`src/rtl/cbcp_pkg.sv`:
```
// Shared widths, constants and control/status types for the B-spline curve point generator.
`default_nettype none
package cbcp_pkg;

  localparam int COORD_W     = 16;
  localparam int STEPS_W     = 6;
  localparam int FRAC_W      = 16;
  localparam int T_W         = 17;
  localparam int NUM_W       = 21;
  localparam int MAG_W       = NUM_W - 1;
  localparam int F_W         = 19;
  localparam int ACC_W       = 38;
  localparam int RECIP_W     = 22;
  localparam int RECIP_SHIFT = 24;
  localparam int DIVP_W      = MAG_W + RECIP_W;

  localparam logic [RECIP_W-1:0] RECIP6      = 22'd2796203;
  localparam logic [T_W-1:0]     ONE_Q       = 17'h10000;
  localparam logic [STEPS_W-1:0] STEPS_RESET = 6'd16;

  localparam logic [1:0] PEN_UP   = 2'd0;
  localparam logic [1:0] PEN_DRAW = 2'd1;
  localparam logic [1:0] PEN_LIFT = 2'd2;

  typedef logic signed [COORD_W-1:0] coord_t;

  typedef struct packed {
    logic       load;
    logic       seg_init;
    logic       div_start;
    logic       t_step;
    logic       t2_calc;
    logic       t3_calc;
    logic       num_calc;
    logic       f_calc;
    logic       mac;
    logic [1:0] mac_sel;
    logic       emit_point;
    logic       win_update;
    logic       emit_lift;
  } cbcp_cmd_t;

  typedef struct packed {
    logic gen;
    logic seg_last;
    logic end_flag;
    logic div_done;
    logic out_free;
  } cbcp_sts_t;

endpackage
`default_nettype wire

```
`src/rtl/cbcp_ctrl.sv`:
```
// Controller state machine that sequences the datapath for each control point.
`default_nettype none
module cbcp_ctrl
  import cbcp_pkg::*;
(
  input  wire logic      clk,
  input  wire logic      rst,
  input  wire logic      point_valid,
  output logic           point_stall,
  input  wire cbcp_sts_t sts,
  output cbcp_cmd_t      cmd
);

  localparam logic [3:0] ST_IDLE   = 4'd0;
  localparam logic [3:0] ST_CHECK  = 4'd1;
  localparam logic [3:0] ST_DIV    = 4'd2;
  localparam logic [3:0] ST_TSTEP  = 4'd3;
  localparam logic [3:0] ST_T2     = 4'd4;
  localparam logic [3:0] ST_T3     = 4'd5;
  localparam logic [3:0] ST_NUM    = 4'd6;
  localparam logic [3:0] ST_FDIV   = 4'd7;
  localparam logic [3:0] ST_MAC    = 4'd8;
  localparam logic [3:0] ST_EMIT   = 4'd9;
  localparam logic [3:0] ST_UPDATE = 4'd10;
  localparam logic [3:0] ST_LIFT   = 4'd11;

  logic [3:0] state;
  logic [3:0] state_next;
  logic [1:0] mac_cnt;

  always_ff @(posedge clk) begin
    if (rst) begin
      state   <= ST_IDLE;
      mac_cnt <= '0;
    end else begin
      state <= state_next;
      if (state == ST_MAC) begin
        mac_cnt <= mac_cnt + 2'd1;
      end else begin
        mac_cnt <= '0;
      end
    end
  end

  assign point_stall = state != ST_IDLE;

  always_comb begin
    cmd         = '0;
    cmd.mac_sel = mac_cnt;
    state_next  = state;
    unique case (state)
      ST_IDLE: begin
        if (point_valid) begin
          cmd.load   = 1'b1;
          state_next = ST_CHECK;
        end
      end
      ST_CHECK: begin
        if (sts.gen) begin
          cmd.div_start = 1'b1;
          cmd.seg_init  = 1'b1;
          state_next    = ST_DIV;
        end else begin
          state_next = ST_UPDATE;
        end
      end
      ST_DIV: begin
        if (sts.div_done) begin
          state_next = ST_TSTEP;
        end
      end
      ST_TSTEP: begin
        cmd.t_step = 1'b1;
        state_next = ST_T2;
      end
      ST_T2: begin
        cmd.t2_calc = 1'b1;
        state_next  = ST_T3;
      end
      ST_T3: begin
        cmd.t3_calc = 1'b1;
        state_next  = ST_NUM;
      end
      ST_NUM: begin
        cmd.num_calc = 1'b1;
        state_next   = ST_FDIV;
      end
      ST_FDIV: begin
        cmd.f_calc = 1'b1;
        state_next = ST_MAC;
      end
      ST_MAC: begin
        cmd.mac = 1'b1;
        if (mac_cnt == 2'd3) begin
          state_next = ST_EMIT;
        end
      end
      ST_EMIT: begin
        if (sts.out_free) begin
          cmd.emit_point = 1'b1;
          state_next     = sts.seg_last ? ST_UPDATE : ST_TSTEP;
        end
      end
      ST_UPDATE: begin
        cmd.win_update = 1'b1;
        state_next     = sts.end_flag ? ST_LIFT : ST_IDLE;
      end
      ST_LIFT: begin
        if (sts.out_free) begin
          cmd.emit_lift = 1'b1;
          state_next    = ST_IDLE;
        end
      end
      default: begin
        state_next = ST_IDLE;
      end
    endcase
  end

endmodule
`default_nettype wire

```
`config.mk`:
```
export PLATFORM = sky130hd
export DESIGN_NAME = cbcp_ctrl
export DESIGN_NICKNAME = d
export VERILOG_FILES = /design/src/rtl/cbcp_pkg.sv /design/src/rtl/cbcp_ctrl.sv
export SDC_FILE = /design/constraint.sdc
export NUM_CORES = 1
export LEC_CHECK = 0
export BUFFER_PORTS_ARGS = -buffer_cell sky130_fd_sc_hd__buf_2
export CAP_MARGIN = 20
export CORE_AREA = 2 2 39 41
export CTS_BUF_LIST = sky130_fd_sc_hd__clkbuf_8 sky130_fd_sc_hd__clkbuf_16
export DETAILED_ROUTE_END_ITERATION = 7
export DIE_AREA = 0 0 41 43
export PLACE_DENSITY = 0.65
export SKIP_CTS_REPAIR_TIMING = 1
export SYNTH_ARGS = -nofsm -noshare
export SYNTH_HDL_FRONTEND = slang
export SYNTH_SLANG_ARGS = --single-unit
```
`constraint.sdc`:
```
create_clock -name clk -period 1.53 [get_ports clk]
set_input_delay 0.153 -clock clk [delete_from_list [all_inputs] [get_ports clk]]
set_output_delay 0.153 -clock clk [all_outputs]
set_load 0.1 [all_outputs]
```
==> results of run 1 <==
-- power by group through the flow --
stage | combinational [mW] | clock (mW) | sequential, mW
4_1_cts | 1.68 | 0.245 | 0.336
6_report | 1.70 | 0.243 | 0.351
5_1_grt | 1.80 | 0.253 | 0.358
2_1_floorplan | 1.31 | 0 | 0.275
3_3_place_gp | 1.66 | 0 | 0.333
3_5_place_dp | 1.68 | 0 | 0.340
-- cell type report --
cell class                      instances  area, um2  share of cell area, %
Clock buffer                            3       41.3                   4.31
Inverter                                2       7.51                  0.784
Multi-Input combinational cell         54        414                   43.3
Sequential cell                         6        128                   13.3
Tap cell                               16       20.0                   2.09
Timing Repair Buffer                   27        347                   36.2
-- logic make-up after synthesis --
family,count (synthesis)
AOI/OAI and AO/OA,13
and+or+nand+nor,38
xor gates and xnor gates,1
DFF,6
buffers and inverters,8
adders and majority gates,1
muxes,1
-- sequential cells by signal (all words and copies together) (netlist names) --
name,flops
mac_cnt,2
state,4
-- worst max-delay path: stages, from the launching register on --
cell,delay (ps)
dfxtp_2,410
nand2b_4,220
nor3_4,250
buf_12,210
-- worst min-delay path by stage --
stage	from	endpoint	slack, ps	cells past startpoint
floorplan	rst	mac_cnt[0]	220	1
global placement	mac_cnt[0]	mac_cnt[0]	420	1
detailed placement	rst	mac_cnt[0]	420	2
CTS	rst	mac_cnt[0]	190	2
global route	rst	mac_cnt[0]	210	2
finish	rst	mac_cnt[0]	190	2
-- per-stage QoR --
stage          setup TNS [ps]  hold slack (ps)  worst slack [ps]  power, mW
3_3_place_gp                0              419               128       1.99
2_1_floorplan            -910              216              -204       1.59
3_5_place_dp                0              420              77.4       2.02
6_report                    0              188              58.1       2.30
4_1_cts                  -468              190              -108       2.26
5_1_grt                     0              210              7.78       2.41
-- per-layer routing --
metal	routed length [um]	up-vias
met2	712	26
li1	-	283
met4	16	0
met1	550	251
met3	79	2
met5	0	-
-- cells in the final DEF (no fill, tap or decap), drive strengths merged, types with 2 or more instances in the layout --
master  instances
nor2           10
clkbuf          3
nand3b          2
buf            27
nand2           6
inv             2
a21oi           6
nor2b           3
nand2b          4
nor3            8
o21ai           3
dfxtp           6
o22ai           2
==> metrics, run 1 <==
synthesized flop and latch total 6; routing usage on met1 roughly a quarter; Die X-Extent slightly above 40 um; post-synthesis cell area 479 um2; Layout area overhead 99.7%; chip height 43 um; actual slew at the worst max-slew pin 484 ps; MaxCap Viol Count 0; Worst Hold Class primary input to flop; PwrDens 2400 mW/mm2; post-route ant nets 0; GRT met3 Usage between 3 and 4%; gpl congestion 0.883; clk_lat worst skew roughly 230 ps; IO buf count 22; largest net degree at the start of global routing 14; maximum vdd drop 0.00164 V; predominant post-synthesis flop cell dfxtp_1; CTS Buf Count 3; hpwl dp 1110 um; Synth Area in Adders between 2 and 3%; P_leak 0.372 nW; largest family of logic cells by synthesized area simple AND/OR/NAND/NOR gates; Initial Util 34.6%; die area roughly 0.0018 mm2; Internal 1.01 mW; root buffer cell clkbuf_8; sequential power share between 10% and 20%; number of vias per cell 5.20; CTS tree yes; Max Slew Vio Count 0; GRT busiest layer met2; Comb power frac 74.1%; post-synth top area cell dfxtp_1; R2R Path Start state[1]; row count 14; Post-Synthesis Cells 68; top post-synthesis cells by area dfxtp_1, nor2_1, nor3_1; met2 Use GR approximately a third; net switching power 1.28 mW; post-route cell area roughly 960 um2; fillers between 100 and 150; Critical Path AT between 1000 and 1500 ps; CP Launch Type flop; Post-Layout Cell Count 108; global route overflow 0; CP max FO 12; syn_nets 77; Tmin final about 1500 ps; number of synthesized flops with an enable pin 0; initial antenna violation count 0; status finished clean; CTS clk-pin slew, worst paths ~40 ps; RSZ-0062 raised after global routing false; share of the synthesized area in the top cell type around a quarter; Final nets about 100; top post-synthesis cells by count nor2_1, nor3_1, a21oi_1, dfxtp_1, nand2_1; Seq/Total Area, Yosys roughly a quarter; WL final ~1400 um; Final Setup Violations 0; async set-or-reset flop fraction in the synthesized netlist 0%; Placed Area ~900 um2; switch share approximately 56%; Mapped Avg Cell Area around 7.0 um2; core box area 0.00138 mm2; Final Hold Vio Count 0; XOR/XNOR share of the synthesized area under 10%; reg-to-reg slack, setup ~170 ps; placed insts 105; Ports 23; layout cells sized above 1 roughly three fifths; # DRC 0; Compound-Gate Fraction of Synth Area around 15%; Worst Path Class, Setup flop to primary output; CP required roughly 1400 ps; end of the critical path cmd[5]; vias in the first global route 549; routed len/inst roughly 13 um; Post-Synth Simple-Gate Area a little over two fifths; Clock Skews between 5 and 6 ps; ant diodes 0; cell depth of the worst flop-to-flop path 5; first-pass GRT wire length ~2400 um; Setup crit end kind primary output; CTS Buffer Depth 2; fin crit share a little over nine tenths; Initial DRC Count 12; Clock Sinks 6; H-tree level count 1; Yosys warnings 0; via count 562; Synth cell types 25; cell with the most instances after synthesis nor2_1; mux share of post-synthesis cell area between 2 and 2.5%; GRT Total Usage approximately a fifth; Clk network pwr share 10.6%; Slew headroom between 60% and 70%; RR Endpoint state[0]; DR pass1 iterations 4; Max Fclk a little under 700 MHz; final core occ between 60 and 70%; CP startpoint state[2]
Note: power is estimated with default switching activity, not from simulation.
==> run 2: changes to the inputs <==
ABC_AREA = 1   (was unset)
==> run 2 against run 1 <==
Compared with the run above: non-clock buffer count fell by 5; maximum frequency up 0.43%; final cell count is 13% higher; critical path depth unchanged; clock skew fell by 5.2 ps; setup slack better by 6.2 ps; synthesized area is 0.52% higher; first-iteration DRC count down 67%; combinational power decreased by 7%; wire length is 7.6% lower; critical path type unchanged; critical endpoint is now point_stall; largest power group unchanged; highest routed layer unchanged.
==> metrics, run 2 <==
RSZ-0062 raised after global routing false; number of vias per cell 4.80 (-7.9%); routed len/inst 10.3 um (-18%); Clock Sinks 6 (unchanged); Mapped Avg Cell Area 5.87 um2 (-17%); max reg flops 4 (unchanged); P_leak 0.435 nW (+17%); chip height 43 um (unchanged); CTS tree yes; Yosys warnings 0 (unchanged); commonest non-fill, non-tap cell in the layout inv_1; DR pass1 iterations 4 (unchanged); syn_nets 91 (+18%); commonest non-fill, non-tap cells in the layout inv_1, buf_12, nand2_1; predominant post-synthesis flop cell dfxtp_1; vias in the first global route 560 (+2.0%); initial antenna violation count 0 (unchanged); Initial Util 34.8% (+0.18 points); synthesized flop and latch total 6 (unchanged); registers with the most flip-flops state: 4 flops, mac_cnt: 2 flops; PwrDens 2280 mW/mm2 (-4.9%); PnR worst setup slack 64.3 ps (+6.23 ps); first-pass GRT wire length 2160 um (-9.8%); final core occ 66.7% (-2.4 points); CP max FO 4 (-8); layout cells sized above 1 53.8% (-6.0 points); IO buf count 22 (unchanged); hpwl dp 1130 um (+2.0%); top post-synthesis cells by count nor2_1, inv_1, nand2_1; ant diodes 0 (unchanged); CTS Buffer Depth 2 (unchanged); Post-Synthesis Cells 82 (+21%); number of synthesized flops with an enable pin 0 (unchanged); via count 585 (+4.1%); CTS Buf Count 3 (unchanged); largest net degree at the start of global routing 7 (-7); Setup crit end kind primary output; actual slew at the worst max-slew pin 487 ps (+3.25 ps); cell with the most instances after synthesis nor2_1; # DRC 0 (unchanged); share of the synthesized area in the top cell type 24.9% (-0.13 points); MaxCap Viol Count 0 (unchanged); async set-or-reset flop fraction in the synthesized netlist 0% (unchanged); Worst Path Class, Setup flop to primary output; Top reg by flops state; Final nets 117 (+14%); post-synthesis cell area 482 um2 (+0.52%); Max Slew Vio Count 0 (unchanged); Max Fclk 682 MHz (+0.43%); CP required 1380 ps (about the same); Slew headroom 67.7% (-0.22 points); global route overflow 0 (unchanged); Placed Area 873 um2 (-3.1%); Final Setup Violations 0 (unchanged); post-synth top area cell dfxtp_1; Worst Hold Class primary input to flop; status finished clean; Place WS 268 ps (+191 ps); Tmin final 1470 ps (-6.23 ps); Clock Skews 0.689 ps (-5.16 ps); fillers 120 (+11%); CTS clk-pin slew, worst paths 40 ps (about the same); WL final 1260 um (-7.6%); Reg area 126 um2 (-0.98%); gpl congestion 0.806 (-8.7%); Seq/Total Area, Yosys 24.9% (-0.13 points); setup tns final 0 ps (unchanged); H-tree level count 1 (unchanged); Ports 23 (unchanged); core box area 0.00138 mm2 (unchanged); die area 0.00176 mm2 (unchanged); top post-synthesis cells by area dfxtp_1, nor2_1, inv_1; GRT Total Usage 18.1% (-1.6 points); Die X-Extent 41 um (unchanged); Initial DRC Count 4 (-8); root buffer cell clkbuf_8; Critical Path AT 1310 ps (about the same); row count 14 (unchanged); post-route ant nets 0 (unchanged); hold slack final 144 ps (-44.5 ps); CP Launch Type flop; fin crit share 95.8% (-0.41 points); multi-input logic area 382 um2 (-7.9%); maximum vdd drop 0.00222 V (+36%); post-route cell area 923 um2 (-3.5%); clk_lat worst skew 220 ps (about the same); Final Hold Vio Count 0 (unchanged); Synth cell types 16 (-36%); Layout area overhead 91.7%
## run 2: per-stage QoR
stage          power, mW  instances
2_1_floorplan       1.50         82
3_3_place_gp        1.83        119
3_5_place_dp        1.85        119
4_1_cts             2.10        122
5_1_grt             2.22        122
6_report            2.11        122
## run 2: power breakdown
part	switching, mW	internal, mW
sequential	0.0816	0.210
combinational	1.13	0.446
clock	0.0694	0.169
## run 2: final cells by class
| cell class | instances | share of cell area, % |
|---|---|---|
| Sequential cell | 6 | 13.7 |
| Timing Repair Buffer | 22 | 31.4 |
| Multi-Input combinational cell | 58 | 41.3 |
| Clock buffer | 3 | 4.47 |
| Tap cell | 16 | 2.17 |
| Inverter | 17 | 6.91 |
## run 2: cells by family (layout without fill, tap and decap cells)
| group | Yosys count | after routing | synth area share, % |
|---|---|---|---|
| fa+ha+maj | 1 | 1 | 2.60 |
| compound gates | 7 | 7 | 7.79 |
| buf+inv | 18 | 42 | 14.8 |
| flops | 6 | 6 | 24.9 |
| simple gates | 50 | 50 | 49.9 |
## run 2: final timing paths
check,from,endpoint,slack (ps),cells past startpoint
min reg2reg,mac_cnt[0],mac_cnt[0],420,1
max,state[3],point_stall,60,3
max reg2reg,state[3],state[1],310,5
min,rst,state[0],140,2
## run 2: critical path: stages, from the launching register on
cell and delay (ps):
dfxtp_1 420, nor2_1 150, nand2_4 90, buf_2 420
## run 2: layer usage
| metal | routed length, um | up-vias | GRT usage (%) |
|---|---|---|---|
| met1 | 502 | 268 | 19.7 |
| met3 | 36 | 2 | 3.66 |
| met4 | 28 | 0 | 11.3 |
| li1 | - | 300 | - |
| met2 | 686 | 15 | 29.7 |
| met5 | 0 | - | 0 |
